$ cat src/rtl/cfcq_pkg.sv
// ----------------------------------------------------------------------------
// cfcq_pkg
// Shared types, sizes and the crc byte update for the command frame checker
// ----------------------------------------------------------------------------
`default_nettype none

package cfcq_pkg;

   // frame and ring sizes
   localparam int CMD_BYTES  = 12;
   localparam int RING_DEPTH = 4;
   localparam int RING_WORDS = RING_DEPTH * CMD_BYTES;

   localparam int ADDR_W = $clog2(RING_WORDS);
   localparam int POS_W  = $clog2(CMD_BYTES + 1);
   localparam int CNT_W  = $clog2(RING_DEPTH);

   // byte positions inside a frame
   localparam logic [POS_W-1:0] POS_ZERO  = POS_W'(0);
   localparam logic [POS_W-1:0] POS_FULL  = POS_W'(CMD_BYTES);
   localparam logic [POS_W-1:0] POS_CRC_LO = POS_W'(CMD_BYTES - 2);
   localparam logic [POS_W-1:0] POS_CRC_HI = POS_W'(CMD_BYTES - 1);

   // ring addressing
   localparam logic [ADDR_W-1:0] SLOT_STRIDE = ADDR_W'(CMD_BYTES);
   localparam logic [ADDR_W-1:0] LAST_BASE   = ADDR_W'((RING_DEPTH - 1) * CMD_BYTES);
   localparam logic [CNT_W-1:0]  CNT_MAX     = CNT_W'(RING_DEPTH - 1);

   // crc-16/modbus
   localparam logic [15:0] CRC_INIT = 16'hFFFF;
   localparam logic [15:0] CRC_POLY = 16'hA001;

   // request codes
   localparam logic CMD_FRAME_BYTE = 1'b0;
   localparam logic CMD_POP        = 1'b1;

   typedef enum logic [1:0] {
      KIND_VERDICT = 2'd0,
      KIND_BYTE    = 2'd1,
      KIND_EMPTY   = 2'd2
   } kind_type;

   typedef enum logic [2:0] {
      V_QUEUED     = 3'd0,
      V_BAD_HEADER = 3'd1,
      V_BAD_CRC    = 3'd2,
      V_FULL       = 3'd3,
      V_SHORT      = 3'd4
   } verdict_type;

   typedef enum logic {
      ST_IDLE = 1'b0,
      ST_POP  = 1'b1
   } state_type;

   // ring write port
   typedef struct packed {
      logic              en;
      logic [ADDR_W-1:0] addr;
      logic [7:0]        data;
   } ring_wr_type;

   // one byte of the reflected crc update
   function automatic logic [15:0] crc_byte(input logic [15:0] crc, input logic [7:0] b);
      logic [15:0] c;
      c = crc ^ {8'h00, b};
      for (int k = 0; k < 8; k++) begin
         c = c[0] ? ((c >> 1) ^ CRC_POLY) : (c >> 1);
      end
      return c;
   endfunction

endpackage

`default_nettype wire

$ cat src/rtl/cfcq_ring.sv
// ----------------------------------------------------------------------------
// cfcq_ring
// Command ring storage: one write port, one read port with registered data
// ----------------------------------------------------------------------------
`default_nettype none

module cfcq_ring (
   input  wire logic                        clock,
   input  wire cfcq_pkg::ring_wr_type       wr,
   input  wire logic                        rd_en,
   input  wire logic [cfcq_pkg::ADDR_W-1:0] rd_addr,
   output logic [7:0]                       rd_data
);

   logic [7:0] mem [cfcq_pkg::RING_WORDS];
   logic [7:0] rd_data_ff;

   // write port
   always_ff @(posedge clock) begin
      if (wr.en) begin
         mem[wr.addr] <= wr.data;
      end
   end

   // read port, data holds until the next read
   always_ff @(posedge clock) begin
      if (rd_en) begin
         rd_data_ff <= mem[rd_addr];
      end
   end

   assign rd_data = rd_data_ff;

endmodule

`default_nettype wire

$ cat src/rtl/command_frame_checker_queue_top.sv
// ----------------------------------------------------------------------------
// command_frame_checker_queue_top
// Checks received command frames and queues good ones for later pops
// ----------------------------------------------------------------------------
// Usage: the req channel carries frame bytes (req_cmd low, req_frame_end on
// the last byte) and pop requests (req_cmd high). Frame bytes are written
// straight into the free ring slot; the crc runs one byte per cycle while
// req is not stalled. At frame end one verdict result comes out on rsp the
// cycle after the transfer. A pop gives one empty-mark result, or CMD_BYTES
// command-byte results streamed from the ring memory, the first through the
// ring read register and the output register, then one per cycle while rsp
// is not stalled; the block takes no request until the last byte is in the
// output register. A result waiting under rsp_stall stays in the output
// register; while it waits the req channel is stalled and the ring read
// stream freezes. csr_header_byte sets the required first frame byte; csr_ready
// is always high. Reset empties the ring, sets the crc to CRC_INIT, clears the
// byte count and sets the header register to zero; no clearing pass is needed.
// ----------------------------------------------------------------------------
`default_nettype none

module command_frame_checker_queue_top (
   input  wire logic       clock,
   input  wire logic       reset,
   // request channel
   input  wire logic       req_valid,
   output logic            req_stall,
   input  wire logic       req_cmd,
   input  wire logic [7:0] req_data_byte,
   input  wire logic       req_frame_end,
   // result channel
   output logic            rsp_valid,
   input  wire logic       rsp_stall,
   output logic [1:0]      rsp_kind,
   output logic [2:0]      rsp_verdict,
   output logic [7:0]      rsp_out_byte,
   output logic            rsp_last,
   output logic [1:0]      rsp_queued_count,
   // header register write
   input  wire logic       csr_valid,
   output logic            csr_ready,
   input  wire logic [7:0] csr_header_byte
);

   localparam int AW = cfcq_pkg::ADDR_W;
   localparam int PW = cfcq_pkg::POS_W;
   localparam int CW = cfcq_pkg::CNT_W;

   cfcq_pkg::state_type state_ff, state_in;

   logic [7:0]    header_ff;
   logic [15:0]   crc_ff, crc_in;
   logic [PW-1:0] pos_ff, pos_in;
   logic [7:0]    b0_ff, lo_ff, hi_ff;
   logic [AW-1:0] wr_base_ff, wr_base_in;
   logic [AW-1:0] rd_base_ff, rd_base_in;
   logic [CW-1:0] count_ff, count_in;

   // pop stream
   logic [AW-1:0] rd_addr_ff, rd_addr_in;
   logic [PW-1:0] issue_idx_ff, issue_idx_in;
   logic          rd_vld_ff, rd_vld_in;
   logic          rd_last_ff, rd_last_in;

   // output register
   logic                     rsp_valid_ff, rsp_valid_in;
   cfcq_pkg::kind_type       rsp_kind_ff, rsp_kind_in;
   cfcq_pkg::verdict_type    rsp_verdict_ff, rsp_verdict_in;
   logic [7:0]               rsp_out_byte_ff, rsp_out_byte_in;
   logic                     rsp_last_ff, rsp_last_in;
   logic [1:0]               rsp_queued_ff, rsp_queued_in;
   logic                     rsp_load;

   cfcq_pkg::ring_wr_type ring_wr;
   logic                  rd_en;
   logic [7:0]            rd_data;

   logic out_free, req_xfer, issue, move;
   logic byte_in_range;
   logic [7:0]  first_byte, rcv_hi;
   logic [15:0] crc_upd, rcv_crc;
   cfcq_pkg::verdict_type verdict;

   assign csr_ready = 1'b1;

   // handshakes
   assign out_free  = !rsp_valid_ff || !rsp_stall;
   assign req_stall = (state_ff != cfcq_pkg::ST_IDLE) || !out_free;
   assign req_xfer  = req_valid && !req_stall;

   // frame checks on the byte being taken
   assign byte_in_range = pos_ff < cfcq_pkg::POS_FULL;
   assign crc_upd    = cfcq_pkg::crc_byte(crc_ff, req_data_byte);
   assign first_byte = (pos_ff == cfcq_pkg::POS_ZERO) ? req_data_byte : b0_ff;
   assign rcv_hi     = (pos_ff == cfcq_pkg::POS_CRC_HI) ? req_data_byte : hi_ff;
   assign rcv_crc    = {rcv_hi, lo_ff};

   always_comb begin
      crc_in = crc_ff;
      pos_in = pos_ff;
      if (byte_in_range) begin
         pos_in = pos_ff + PW'(1);
         if (pos_ff < cfcq_pkg::POS_CRC_LO) begin
            crc_in = crc_upd;
         end
      end
   end

   always_comb begin
      priority if (first_byte != header_ff) begin
         verdict = cfcq_pkg::V_BAD_HEADER;
      end else if (pos_in < cfcq_pkg::POS_FULL) begin
         verdict = cfcq_pkg::V_SHORT;
      end else if (rcv_crc != crc_in) begin
         verdict = cfcq_pkg::V_BAD_CRC;
      end else if (count_ff == cfcq_pkg::CNT_MAX) begin
         verdict = cfcq_pkg::V_FULL;
      end else begin
         verdict = cfcq_pkg::V_QUEUED;
      end
   end

   // ring write of incoming frame bytes into the free slot
   always_comb begin
      ring_wr.en   = req_xfer && (req_cmd == cfcq_pkg::CMD_FRAME_BYTE) && byte_in_range;
      ring_wr.addr = wr_base_ff + AW'(pos_ff);
      ring_wr.data = req_data_byte;
   end

   // pop stream control
   assign issue = (state_ff == cfcq_pkg::ST_POP) && (issue_idx_ff != cfcq_pkg::POS_FULL)
                  && (!rd_vld_ff || out_free);
   assign move  = rd_vld_ff && out_free;
   assign rd_en = issue;

   cfcq_ring u_ring (
      .clock   (clock),
      .wr      (ring_wr),
      .rd_en   (rd_en),
      .rd_addr (rd_addr_ff),
      .rd_data (rd_data)
   );

   // next state and result selection
   always_comb begin
      state_in        = state_ff;
      wr_base_in      = wr_base_ff;
      rd_base_in      = rd_base_ff;
      count_in        = count_ff;
      rd_addr_in      = rd_addr_ff;
      issue_idx_in    = issue_idx_ff;
      rd_vld_in       = rd_vld_ff;
      rd_last_in      = rd_last_ff;
      rsp_load        = 1'b0;
      rsp_kind_in     = cfcq_pkg::KIND_VERDICT;
      rsp_verdict_in  = cfcq_pkg::V_QUEUED;
      rsp_out_byte_in = 8'h00;
      rsp_last_in     = 1'b1;

      unique case (state_ff)
         cfcq_pkg::ST_IDLE: begin
            if (req_xfer) begin
               if (req_cmd == cfcq_pkg::CMD_POP) begin
                  rsp_load = 1'b1;
                  if (count_ff == CW'(0)) begin
                     rsp_kind_in = cfcq_pkg::KIND_EMPTY;
                  end else begin
                     state_in     = cfcq_pkg::ST_POP;
                     rsp_load     = 1'b0;
                     count_in     = count_ff - CW'(1);
                     rd_addr_in   = rd_base_ff;
                     issue_idx_in = cfcq_pkg::POS_ZERO;
                     rd_base_in   = (rd_base_ff == cfcq_pkg::LAST_BASE) ? AW'(0)
                                    : rd_base_ff + cfcq_pkg::SLOT_STRIDE;
                  end
               end else if (req_frame_end) begin
                  rsp_load       = 1'b1;
                  rsp_verdict_in = verdict;
                  if (verdict == cfcq_pkg::V_QUEUED) begin
                     count_in   = count_ff + CW'(1);
                     wr_base_in = (wr_base_ff == cfcq_pkg::LAST_BASE) ? AW'(0)
                                  : wr_base_ff + cfcq_pkg::SLOT_STRIDE;
                  end
               end
            end
         end
         cfcq_pkg::ST_POP: begin
            if (issue) begin
               rd_addr_in   = rd_addr_ff + AW'(1);
               issue_idx_in = issue_idx_ff + PW'(1);
               rd_vld_in    = 1'b1;
               rd_last_in   = issue_idx_ff == cfcq_pkg::POS_CRC_HI;
            end else if (move) begin
               rd_vld_in = 1'b0;
            end
            if (move) begin
               rsp_load        = 1'b1;
               rsp_kind_in     = cfcq_pkg::KIND_BYTE;
               rsp_out_byte_in = rd_data;
               rsp_last_in     = rd_last_ff;
               if (rd_last_ff) begin
                  state_in = cfcq_pkg::ST_IDLE;
               end
            end
         end
         default: begin
            state_in = cfcq_pkg::ST_IDLE;
         end
      endcase

      rsp_queued_in = 2'(count_in);
      if (rsp_load) begin
         rsp_valid_in = 1'b1;
      end else if (!rsp_stall) begin
         rsp_valid_in = 1'b0;
      end else begin
         rsp_valid_in = rsp_valid_ff;
      end
   end

   // control registers
   always_ff @(posedge clock) begin
      if (reset) begin
         state_ff     <= cfcq_pkg::ST_IDLE;
         header_ff    <= 8'h00;
         crc_ff       <= cfcq_pkg::CRC_INIT;
         pos_ff       <= cfcq_pkg::POS_ZERO;
         wr_base_ff   <= AW'(0);
         rd_base_ff   <= AW'(0);
         count_ff     <= CW'(0);
         rd_vld_ff    <= 1'b0;
         issue_idx_ff <= cfcq_pkg::POS_ZERO;
         rsp_valid_ff <= 1'b0;
      end else begin
         state_ff     <= state_in;
         wr_base_ff   <= wr_base_in;
         rd_base_ff   <= rd_base_in;
         count_ff     <= count_in;
         rd_vld_ff    <= rd_vld_in;
         issue_idx_ff <= issue_idx_in;
         rsp_valid_ff <= rsp_valid_in;
         if (csr_valid && csr_ready) begin
            header_ff <= csr_header_byte;
         end
         if (req_xfer && (req_cmd == cfcq_pkg::CMD_FRAME_BYTE)) begin
            if (req_frame_end) begin
               crc_ff <= cfcq_pkg::CRC_INIT;
               pos_ff <= cfcq_pkg::POS_ZERO;
            end else begin
               crc_ff <= crc_in;
               pos_ff <= pos_in;
            end
         end
      end
   end

   // payload registers
   always_ff @(posedge clock) begin
      rd_addr_ff <= rd_addr_in;
      rd_last_ff <= rd_last_in;
      if (req_xfer && (req_cmd == cfcq_pkg::CMD_FRAME_BYTE)) begin
         if (pos_ff == cfcq_pkg::POS_ZERO) begin
            b0_ff <= req_data_byte;
         end
         if (pos_ff == cfcq_pkg::POS_CRC_LO) begin
            lo_ff <= req_data_byte;
         end
         if (pos_ff == cfcq_pkg::POS_CRC_HI) begin
            hi_ff <= req_data_byte;
         end
      end
      if (rsp_load) begin
         rsp_kind_ff     <= rsp_kind_in;
         rsp_verdict_ff  <= rsp_verdict_in;
         rsp_out_byte_ff <= rsp_out_byte_in;
         rsp_last_ff     <= rsp_last_in;
         rsp_queued_ff   <= rsp_queued_in;
      end
   end

   assign rsp_valid        = rsp_valid_ff;
   assign rsp_kind         = rsp_kind_ff;
   assign rsp_verdict      = rsp_verdict_ff;
   assign rsp_out_byte     = rsp_out_byte_ff;
   assign rsp_last         = rsp_last_ff;
   assign rsp_queued_count = rsp_queued_ff;

   // read stage only holds data while a pop is streaming
   a_rd_only_in_pop: assert property (@(posedge clock) disable iff (reset)
      rd_vld_ff |-> state_ff == cfcq_pkg::ST_POP)
      else $error("ring read data valid outside a pop");

   // ring never holds more than depth minus one commands
   a_count_bound: assert property (@(posedge clock) disable iff (reset)
      count_ff <= cfcq_pkg::CNT_MAX)
      else $error("queued command count out of range");

   // the last streamed byte ends the pop
   a_pop_ends: assert property (@(posedge clock) disable iff (reset)
      (move && rd_last_ff) |=> state_ff == cfcq_pkg::ST_IDLE)
      else $error("pop did not end after its last byte");

   // a queued verdict adds one command
   a_queue_grows: assert property (@(posedge clock) disable iff (reset)
      (req_xfer && req_cmd == cfcq_pkg::CMD_FRAME_BYTE && req_frame_end
       && verdict == cfcq_pkg::V_QUEUED) |=> count_ff == $past(count_ff) + CW'(1))
      else $error("queued frame did not raise the command count");

   // a pop flags its last byte in the ring read stage only once every byte was issued
   a_issue_complete: assert property (@(posedge clock) disable iff (reset)
      (state_ff == cfcq_pkg::ST_POP && rd_vld_ff && rd_last_ff)
      |-> issue_idx_ff == cfcq_pkg::POS_FULL)
      else $error("last byte flagged before all bytes were read");

endmodule

`default_nettype wire
$ cat config.mk
export PLATFORM = sky130hd
export DESIGN_NAME = command_frame_checker_queue_top
export DESIGN_NICKNAME = d
export VERILOG_FILES = /design/src/rtl/cfcq_pkg.sv /design/src/rtl/cfcq_ring.sv /design/src/rtl/command_frame_checker_queue_top.sv
export SDC_FILE = /design/constraint.sdc
export NUM_CORES = 1
export LEC_CHECK = 0
export ABC_CLOCK_PERIOD_IN_PS = 9050
export BUFFER_PORTS_ARGS = -buffer_cell sky130_fd_sc_hd__buf_4
export CAP_MARGIN = 40
export CORE_MARGIN = 1.5
export CORE_UTILIZATION = 40
export DETAILED_ROUTE_END_ITERATION = 8
export GPL_TIMING_DRIVEN = 1
export SETUP_SLACK_MARGIN = 0.1
export SLEW_MARGIN = 20
export SYNTH_ARGS = -nofsm -noshare
export SYNTH_HDL_FRONTEND = slang
export SYNTH_HIERARCHICAL = 1
export SYNTH_SLANG_ARGS = --single-unit
$ cat constraint.sdc
create_clock -name clock -period 9.05 [get_ports clock]
set_input_delay 0.905 -clock clock [delete_from_list [all_inputs] [get_ports clock]]
set_output_delay 0.905 -clock clock [all_outputs]
set_load 0.005 [all_outputs]
==> summary.md, run 1 <==
| Metric | Value |
|---|---|
| Cell Pwr Density | `210 mW/mm²` |
| Die area | `0.0521 mm²` |
| Clk pwr share | `a little over two fifths` |
| Die X-Extent | `about 230 µm` |
| Synth warnings | `6` |
| Least-Margin Pin Slew | `0.890 ns` |
| Area of the mapped netlist | `between 0.02 and 0.025 mm²` |
| Gr ovfl total | `0` |
| First-pass GRT wire length | `68200 µm` |
| Switching share of power | `a little over a fifth` |
| Crit path arrival time | `about 4.2 ns` |
| Clock root buffer master | `clkbuf_16` |
| N_diodes | `0` |
| Synth area leaders | `edfxtp_1 (65%), mux2i_1 (7.1%), dfxtp_1 (4.4%)` |
| GPL Wtd Cong | `0.869` |
| Max Buffers Root-to-Sink | `3` |
| Register area share after synthesis | `69.4%` |
| Num CTS Buffers | `51` |
| Worst skew pair latency | `0.61 ns` |
| Max VDD drop | `152 µV` |
| RSZ-0062 raised after global routing | `no` |
| Max-Cap Viols | `0` |
| Largest net degree at the start of global routing | `116` |
| Core Rows | `82` |
| Layout area overhead | `14.2%` |
| FMAX | `about 270 MHz` |
| Worst hold-check path type | `reg2reg` |
| Setup CP Type | `reg2reg` |
| CTS tree | `yes` |
| Syn nets | `1300` |
| Hold path endpoint | `crc_ff[4]` |
| Vias | `10980` |
| Final setup viols | `0` |
| Clock skew | `about 0.027 ns` |
| Post-CTS setup buffers | `0` |
| Min-Delay Startpoint | `crc_ff[4]` |
| DRC | `0` |
| Req. time, crit path | `~9.5 ns` |
| Area of the multi-input gates | `0.00581 mm²` |
| Worst path buffer plus inverter count | `1` |
| HPWL after DPL | `roughly 28000 µm` |
| Initial drt markers | `745` |
| Final Slew Violations | `0` |
| Final wirelength | `44900 µm` |
| Final hold vios | `0` |
| Nature of the critical path startpoint | `flop` |
| Ys flop type | `edfxtp_1` |
| CTS Hold Bufs | `0` |
| Part of the power in registers | `50.9%` |
| Synth Instances | `1262` |
| Async S/R FF share, synth | `0%` |
| Vias in the first global route | `11062` |
| Detail Route Antenna Nets | `0` |
| Yosys top cell area share | `64.9%` |
| Clock Pin Slew Worst Setup and Hold Paths | `about 0.06 ns` |
| Worst r2r path cells | `10` |
| Number of flops mapped to enable cells by yosys | `439` |
| Crit share post-route | `41.0%` |
| Status | `finished, final reports clean` |
| Sinks on Clock Net | `484` |
| P_leak | `around 8.0 nW` |
| Die height | `228 µm` |
| Dpl ws | `4.84 ns` |
| Relative slew slack | `40.6%` |
| R2R Path Start | `pos_ff[0]` |
| I/O Buffers | `40` |
| CP startpoint | `pos_ff[0]` |
| Tot GR Track Use | `17.3%` |
| CTS H-tree lvls | `2` |
| Share of cells above drive strength 1 | `17.1%` |
| Vias per cell | `5.37` |
| Avg Cell Area, Syn | `16.1 µm²` |
| Final net count | `1368` |
| Int Power | `3.84 mW` |
| Drt wl/cell | `22.0 µm` |
| Setup TNS | `0 ns` |
| Final min period | `3.71 ns` |
| # resized after CTS | `0` |
| Delay of the slowest cell on the worst path | `0.53 ns` |
| Register Area | `0.0141 mm²` |
| Synth area leader | `edfxtp_1` |
| IO Count | `42` |
| Count leader, synth | `edfxtp_1` |
| Worst-path fanout max | `16` |
| Filler cells | `approximately 4300` |
| Hold depth | `2` |
| Post-synth top cells | `edfxtp_1 (439), mux2i_1 (145), nor2_1 (86)` |
| R2r setup slk | `~5.3 ns` |
| Psw | `around 1 mW` |
| Worst Setup End Kind | `flop` |
| Combinational power share | `5.6%` |
| Core area | `0.0502 mm²` |
| Cell variety after synth | `between 60 and 70` |
| First-pass detailed-route iteration total | `5` |
| Slowest-stage cell, CP | `nor3b_2` |
| Critical R2R Capture | `wr_base_ff[3]` |
| Final WS setup | `5.34 ns` |
| Critical path, cell by cell | `inv_1 > ha_1 > nor3b_2 > mux2_2 > xor2_1 > nor4_1 > nand2_1 > or3_1 > nor3_2 > mux2_1` |
| Starting density of the core | `40.5%` |
| Register bit total from synthesis | `approximately 480` |
| Crit-path leading delay family | `simple AND/OR/NAND/NOR gates` |
| Initial antenna violation count | `0` |
## layer usage
metal | track usage, % | up-vias | part of all wire [%]
met5 | 0 | - | 0
met4 | 5.75 | 0 | 2.9
met3 | 3.16 | 73 | 4.5
met2 | 27.8 | 257 | 48
met1 | 23.7 | 5608 | 45
li1 | - | 5042 | -
## sequential cells by signal, indices dropped and copies added, names as in the netlist
register / flops
hi_ff: 8
rsp_kind: 2
pos_ff: 4
wr_base_ff: 4
u_ring/mem: 384
rd_addr_ff: 6
rsp_out_byte: 8
header_ff: 8
rsp_verdict: 3
rd_base_ff: 4
rsp_queued_count: 2
b0_ff: 8
count_ff: 2
crc_ff: 16
rd_last_ff: 1
u_ring/rd_data: 8
rd_vld_ff: 1
rsp_valid: 1
rsp_last: 1
lo_ff: 8
issue_idx_ff: 4
state_ff: 1
## cells by family after synthesis
logic type	count (synthesis)	share of synthesized area, %
AO/OA/AOI/OAI	160	5.92
flip-flops	484	69.4
multiplexers	203	12.6
other	1	0.0185
XOR/XNOR	58	2.98
adder cells (fa/ha/maj)	15	0.924
AND/OR/NAND/NOR	256	6.04
buffers and inverters	85	2.17
## worst max path at each step
stage                                    to  slack (ns)  cells past startpoint
after floorplan           u_ring/mem[18][0]        5.03                      9
after global placement    u_ring/mem[16][2]        4.90                     10
after detailed placement      wr_base_ff[3]        4.84                     10
after CTS                     wr_base_ff[3]        5.27                     10
after global routing          wr_base_ff[3]        4.98                     10
final                         wr_base_ff[3]        5.34                     10
## cell usage in the layout (no fill, tap or decap), types with 20 or more instances in the layout
master	Yosys	routed
a21oi_1	33	33
a22oi_1	34	34
buf_4	12	71
clkbuf_16	0	52
dfxtp_1	45	45
edfxtp_1	439	439
inv_1	20	20
mux2i_1	145	145
mux4_2	40	40
nand2_1	64	64
nand3_1	22	22
nor2_1	86	84
xnor2_1	25	25
xor2_1	25	25
## through the flow
step	utilization (%)	cell area [µm²]	hold WS [ns]	power, mW	cells
floorplan	-	20300	0.472	2.70	1262
global placement	42.3	21200	0.490	2.79	1924
detailed placement	42.5	21300	0.497	2.79	1932
CTS	45.9	23000	0.505	4.91	2026
global route	46.2	23200	0.544	5.02	2043
finish	46.2	23200	0.498	4.86	2043
## layout make-up
| type | instances | share of cell area [%] |
|---|---|---|
| clock buffers | 71 | 6.13 |
| clock inverters | 23 | 1.28 |
| inverters | 20 | 0.324 |
| multi-input cells | 693 | 25.0 |
| flip-flops and latches | 484 | 60.7 |
| well taps | 672 | 3.63 |
| repair buffers | 80 | 2.87 |
## worst min-delay path, stage by stage, from the launching register on
cell and delay [ns]:
dfxtp_1 0.33, nand2_1 0.06, nand3_1 0.06
## power groups by stage
stage,Sequential [mW],Combinational [mW],Clock [mW]
after floorplan,2.52,0.179,0
after global placement,2.52,0.268,0
after detailed placement,2.52,0.272,0
after CTS,2.48,0.274,2.16
after global routing,2.48,0.300,2.24
final,2.47,0.274,2.12
Note: power is estimated with default switching activity, not from simulation.
==> run 2, diff against run 1 <==
--- a/config.mk
+++ b/config.mk
@@ -5,7 +5,8 @@
 export SDC_FILE = /design/constraint.sdc
 export NUM_CORES = 1
 export LEC_CHECK = 0
-export ABC_CLOCK_PERIOD_IN_PS = 9050
+export ABC_AREA = 1
+export ABC_CLOCK_PERIOD_IN_PS = 3270
 export BUFFER_PORTS_ARGS = -buffer_cell sky130_fd_sc_hd__buf_4
 export CAP_MARGIN = 40
 export CORE_MARGIN = 1.5
==> constraint.sdc (replaced) <==
create_clock -name clock -period 3.27 [get_ports clock]
set_input_delay 0.327 -clock clock [delete_from_list [all_inputs] [get_ports clock]]
set_output_delay 0.327 -clock clock [all_outputs]
set_load 0.005 [all_outputs]
==> run 2 against run 1 <==
  * First-iteration DRC count is 50% higher
  * Flip-flop and latch count unchanged
  * Die area increased by 3.2%
  * Synthesized cell count increased by 58%
  * Final area increased by 2.8%
  * Power increased to 2.7 times the previous value
  * Critical path type unchanged
  * Critical endpoint is now wr_base_ff[5]
  * Highest routed layer is now met5
==> summary.md, run 2 <==
| Metric | Value |
|---|---|
| Status | `finished, final reports clean` |
| Clock skew | `between 0.02 and 0.025 ns` |
| Layout area overhead | `13.6%` |
| DRC | `0` |
| Core Rows | `just over 80` |
| Crit-path most repeated cell | `nand2_1` |
| Ys flop type | `edfxtp_1` |
| Initial antenna violation count | `1` |
| Dpl ws | `about 0.26 ns` |
| Synth Instances | `about 2000` |
| Cell Pwr Density | `541 mW/mm²` |
| Die X-Extent | `232 µm` |
| Max-Cap Viols | `0` |
| Worst hold-check path type | `in2reg` |
| Worst skew pair latency | `0.59 ns` |
| R2r setup slk | `~0.47 ns` |
| Crit share post-route | `85.6%` |
| Final wirelength | `52500 µm` |
| CP startpoint | `pos_ff[2]` |
| Adder-cell area share of the yosys netlist | `0.895%` |
| Number of flops mapped to enable cells by yosys | `439` |
| Area of the mapped netlist | `0.0210 mm²` |
| Critical path, cell by cell | `nand2_1 > nand2_8 > nand2_1 > o211ai_1 > nand2_1 > nor2_1 > nand2_1 > nor2_1 > nand3_1 > nor2_1 > nand2_1 > nor2_1 > nand2_1 > nor3_2 > nand2_2 > nor2_1 > nand2_1 > nand2_1 > nor2_1` |
| Die height | `232 µm` |
| Cell variety after synth | `41` |
| Largest family of logic cells by synthesized area | `simple AND/OR/NAND/NOR gates` |
| Slowest-stage cell, CP | `dfxtp_1` |
| Largest regs | `u_ring/mem x384, crc_ff x16` |
| Tot GR Track Use | `19.8%` |
| Filler cells | `roughly 4700` |
| Async S/R FF share, synth | `0%` |
| Vias per cell | `5.23` |
| Mux cell area share after synthesis | `0%` |
| Final Slew Violations | `0` |
| P_leak | `8.95 nW` |
| HPWL after DPL | `around 32000 µm` |
| Sinks on Clock Net | `484` |
| R2R Path Start | `pos_ff[2]` |
| FMAX | `357 MHz` |
| IO Count | `42` |
| Final Util | `a little under half` |
| Dpl cells | `about 2700` |
| Max VDD drop | `roughly 380 µV` |
| Synth area leader | `edfxtp_1` |
| N_diodes | `0` |
| Most frequent cells in the layout | `nand2_1 (560), edfxtp_1 (439), nand3_1 (270)` |
| Gr ovfl total | `0` |
| Non-Filler Instances | `2781` |
| Clock Pin Slew Worst Setup and Hold Paths | `approximately 0.070 ns` |
| Post-synth top cells | `nand2_1 (560), edfxtp_1 (439), nand3_1 (270)` |
| Final net count | `2098` |
| Synth Area in Simple Gates | `21.4%` |
| Relative slew slack | `45.9%` |
| Num CTS Buffers | `50` |
| Avg Cell Area, Syn | `10.5 µm²` |
| I/O Buffers | `40` |
| Count leader, synth | `nand2_1` |
| RSZ-0062 raised after global routing | `no` |
| CTS tree | `yes` |
| Share of cells above drive strength 1 | `9.19%` |
| Max Buffers Root-to-Sink | `3` |
| Worst-path fanout max | `25` |
| CP Capture Point | `wr_base_ff[5]` |
| First-pass GRT wire length | `~82000 µm` |
| Least-Margin Pin Slew | `0.809 ns` |
| Final min period | `2.80 ns` |
| Commonest non-fill, non-tap cell in the layout | `nand2_1` |
| Worst r2r path cells | `19` |
| Synth warnings | `6` |
| Setup CP Type | `reg2reg` |
| Initial drt markers | `1121` |
| Setup TNS | `0 ns` |
| Yosys top cell area share | `62.9%` |
| Delay of the slowest cell on the worst path | `between 0.4 and 0.5 ns` |
| First-pass detailed-route iteration total | `7` |
| Final WS setup | `0.470 ns` |
| Post-synthesis compound-gate area fraction | `5.29%` |
| Synth area leaders | `edfxtp_1 (63%), nand2_1 (10%), nand3_1 (6.4%)` |
| Syn nets | `2034` |
| Crit path arrival time | `between 3 and 4 ns` |
| Final hold vios | `0` |
| GPL Wtd Cong | `0.923` |
| XOR/XNOR share of the synthesized area | `0.668%` |
| Die area | `~0.054 mm²` |
| CTS H-tree lvls | `2` |
| Detail Route Antenna Nets | `0` |
| Tot Pwr | `12.9 mW` |
| Req. time, crit path | `3.75 ns` |
| Clock root buffer master | `clkbuf_16` |
| Worst Setup End Kind | `flop` |
| Drt wl/cell | `18.9 µm` |
| Register area share after synthesis | `67.2%` |
| Largest net degree at the start of global routing | `around 100` |
| Register bit total from synthesis | `484` |
| Max reg flops | `384` |
| Nature of the critical path startpoint | `flop` |
| Final setup viols | `0` |
| Starting density of the core | `40.6%` |
| Vias | `roughly 15000` |
| Vias in the first global route | `14064` |
| Reg with most FFs | `u_ring/mem` |
| Core area | `0.0516 mm²` |
| Critical R2R Capture | `wr_base_ff[5]` |
run 2: what timing repair did:
item                       CTS  global route
setup endpoints to repair    0             8
resized for setup            0            15
buffers inserted             0             0
hold buffers                10             0
hold endpoints to repair    14             0
run 2: worst min-delay path by stage:
stage,slack (ns),end,depth (start not counted),startpoint
finish,0.04,header_ff[3],3,csr_valid
floorplan,0.43,lo_ff[0],0,req_data_byte[0]
global placement,0.46,crc_ff[13],2,crc_ff[13]
CTS,0.02,header_ff[3],3,csr_valid
detailed placement,0.47,crc_ff[11],2,crc_ff[11]
global route,0.04,header_ff[6],3,csr_valid
run 2: layout make-up:
class                      instances  area (µm²)  area share [%]
clock buffer                      61        1310            5.51
clock inverter                    32         282            1.18
inverter                         117         444            1.86
multi-input combinational       1300        5950            25.0
sequential                       484       14100            59.1
tap                              680         851            3.57
timing repair buffer             107         903            3.79
run 2: metrics by stage:
step                      instance area, µm²  hold WS [ns]
after floorplan                        21000         0.426
after global placement                 22100         0.461
after detailed placement               22100         0.471
after CTS                              23800        0.0200
after global routing                   23800        0.0437
final                                  23800        0.0407
run 2: critical path, delay by kind of cell, from the launching register on:
kind / cells / cell delay (ns)
compound gates: 1 / 0.10
flops: 1 / 0.43
simple gates: 18 / 2.15
run 2: report_power, final:
part | internal, mW | switching (mW) | leakage, nW
Clock | 3.25 | 2.36 | 0.788
Combinational | 0.139 | 0.327 | 3.84
Sequential | 6.79 | 0.0285 | 4.32
run 2: cell families (layout without fill, tap and decap cells):
family,after synthesis,after routing
buffers and inverters,212,317
flip-flops,484,484
XOR/XNOR,16,16
AO/OA/AOI/OAI,194,194
adder cells (fa/ha/maj),15,15
other,1,1
AND/OR/NAND/NOR,1074,1074
run 2: metal layers:
metal	part of all wire, %	wire, µm	track usage [%]
met5	0.025	13	0
met4	2.7	1410	5.86
met3	6.1	3220	3.75
met2	47	24700	32.5
met1	44	23100	26.6
==> run 3, diff against run 2 <==
--- a/config.mk
+++ b/config.mk
@@ -5,7 +5,6 @@
 export SDC_FILE = /design/constraint.sdc
 export NUM_CORES = 1
 export LEC_CHECK = 0
-export ABC_AREA = 1
 export ABC_CLOCK_PERIOD_IN_PS = 3270
 export BUFFER_PORTS_ARGS = -buffer_cell sky130_fd_sc_hd__buf_4
 export CAP_MARGIN = 40
==> run 3 against run 2 <==
  * Maximum frequency fell by 9.5%
  * Cell count fell by 24%
  * Via count fell by 23%
  * Combinational power rose by 88%
  * Clock-buffer cell count rose by 2
  * Setup slack got worse by 0.29 ns
  * Largest power group unchanged
  * Sequential power barely moved
  * Critical path type unchanged
  * Non-clock buffer count rose by 50
  * Power rose by 2.0%
  * Register-to-register slack got worse by 0.29 ns
==> summary.md, run 3 (synthesis results as in run 1) <==
| Metric | Value |
|---|---|
| R2r setup slk | `0.18 ns` |
| Cell Pwr Density | `553 mW/mm²` |
| Vias per cell | `5.32` |
| CTS H-tree lvls | `2` |
| Die height | `228 µm` |
| FMAX | `between 300 and 400 MHz` |
| Core area | `0.0502 mm²` |
| Final wirelength | `46400 µm` |
| First-pass GRT wire length | `69900 µm` |
| Crit-path leading delay family | `XOR/XNOR gates` |
| Clock Pin Slew Worst Setup and Hold Paths | `0.06 ns` |
| Layout area overhead | `17.0%` |
| Req. time, crit path | `3.74 ns` |
| Min-Delay Startpoint | `rsp_stall` |
| CTS tree | `yes` |
| Starting density of the core | `40.5%` |
| GPL Wtd Cong | `0.818` |
| First-pass detailed-route iteration total | `5` |
| Tot Pwr | `13.2 mW` |
| Initial drt markers | `965` |
| IO Count | `between 40 and 50` |
| Tot GR Track Use | `17.8%` |
| Vias | `about 11000` |
| P_leak | `8.41 nW` |
| Largest regs | `u_ring/mem x384, crc_ff x16` |
| DRC | `0` |
| Nature of the critical path startpoint | `flop` |
| Num CTS Buffers | `50` |
| CP startpoint | `crc_ff[4]` |
| Detail Route Antenna Nets | `0` |
| Max Buffers Root-to-Sink | `3` |
| Final Slew Violations | `0` |
| Max-Cap Viols | `0` |
| Final hold vios | `0` |
| Worst Setup End Kind | `flop` |
| Die X-Extent | `228 µm` |
| Final Util | `between 40% and 50%` |
| Relative slew slack | `44.8%` |
| Min Hold Slack | `0.104 ns` |
| Non-Filler Instances | `2116` |
| Worst hold-check path type | `in2reg` |
| Delay of the slowest cell on the worst path | `roughly 0.49 ns` |
| Final setup viols | `0` |
| Reg with most FFs | `u_ring/mem` |
| Initial antenna violation count | `1` |
| Clock root buffer master | `clkbuf_16` |
| Clock skew | `about 0.030 ns` |
| Sinks on Clock Net | `484` |
| Worst skew pair latency | `0.58 ns` |
| Critical R2R Capture | `wr_base_ff[4]` |
| Status | `finished, final reports clean` |
| Final net count | `1444` |
| Largest net degree at the start of global routing | `56` |
| Worst-path fanout max | `6` |
| N_diodes | `0` |
| Max reg flops | `about 380` |
| Crit share post-route | `94.6%` |
| HPWL after DPL | `29200 µm` |
| I/O Buffers | `40` |
| Commonest non-fill, non-tap cell in the layout | `edfxtp_1` |
| Worst r2r path cells | `9` |
| Critical path, cell by cell | `xnor2_2 > xnor3_1 > xnor3_2 > xor2_1 > a21o_1 > a211oi_4 > nand2_2 > nor4_4 > mux2_1` |
| R2R Path Start | `crc_ff[4]` |
| Core Rows | `between 80 and 90` |
| Hold path endpoint | `rd_last_ff` |
| Share of cells above drive strength 1 | `21.7%` |
| Crit path arrival time | `3.56 ns` |
| Dpl cells | `about 2000` |
| Slowest-stage cell, CP | `xnor3_2` |
| Drt wl/cell | `21.9 µm` |
| Gr ovfl total | `0` |
| Vias in the first global route | `11257` |
| Worst path buffer plus inverter count | `0` |
| Max VDD drop | `365 µV` |
| Least-Margin Pin Slew | `0.829 ns` |
| Hold depth | `2` |
| RSZ-0062 raised after global routing | `yes` |
| Final min period | `3.09 ns` |
| Die area | `about 0.052 mm²` |
| Most frequent cells in the layout | `edfxtp_1 (439), mux2i_1 (144), buf_4 (139)` |
| Setup CP Type | `reg2reg` |
| Setup TNS | `0 ns` |
==> run 3: changes by cell type in the layout (fill, tap and decap cells not counted), moves of 16 or more <==
cell | previous run | this run
mux4_2 | 0 | 40
mux2i_1 | 0 | 144
a22o_1 | 0 | 16
a22oi_1 | 0 | 34
buf_4 | 91 | 139
inv_1 | 112 | 18
a221oi_1 | 0 | 16
nand3_1 | 270 | 22
nand2_1 | 560 | 63
xnor2_1 | 1 | 23
o21ai_0 | 103 | 10
o211ai_1 | 41 | 10
nor2_1 | 203 | 84
==> run 3: repair_timing <==
action                                  CTS  global route
endpoints found under the hold margin     8             0
resized for setup                         0            25
pin swaps                                 0             7
endpoints found under the setup margin    2             8
buffers inserted                          2             4
hold buffers                              8             0
==> run 3: routing by layer <==
layer  vias up  routed length (µm)  track usage, %
met5         -                   0               0
met4         0                 926            5.17
met3        53                1810            2.13
met1      5774               20500            24.4
li1       5195                   -               -
met2       228               23200            30.0
==> run 3: worst max-delay path by stage <==
stage,slack [ns],cells past startpoint,endpoint
floorplan,0.22,10,wr_base_ff[2]
global placement,0.19,10,wr_base_ff[2]
detailed placement,0.04,10,wr_base_ff[3]
CTS,0.12,11,wr_base_ff[2]
global route,0.06,12,wr_base_ff[3]
finish,0.18,9,wr_base_ff[4]
==> run 3: stage by stage <==
step	worst slack, ns	cell area, µm²
2_1_floorplan	0.216	20300
3_3_place_gp	0.186	22000
3_5_place_dp	0.0415	22000
4_1_cts	0.117	23600
5_1_grt	0.0636	23800
6_report	0.178	23800
==> run 3: area by class of cell <==
class | instances | area [µm²]
tap | 672 | 841
multi-input combinational | 693 | 5910
timing repair buffer | 157 | 1310
clock buffer | 63 | 1320
clock inverter | 27 | 224
sequential | 484 | 14100
fill | 4241 | 26400
inverter | 20 | 75.1
==> run 3: power breakdown <==
part,internal [mW],switching (mW)
combinational,0.367,0.507
clock,3.16,2.27
sequential,6.80,0.0444
total,10.3,2.82
==> run 3: worst register-to-register path, cell delays in order (launching register included) <==
cell and delay, ns:
dfxtp_1 0.40, xnor2_2 0.15, xnor3_1 0.44, xnor3_2 0.49
xor2_1 0.19, a21o_1 0.22, a211oi_4 0.34, nand2_2 0.18
nor4_4 0.25, mux2_1 0.34
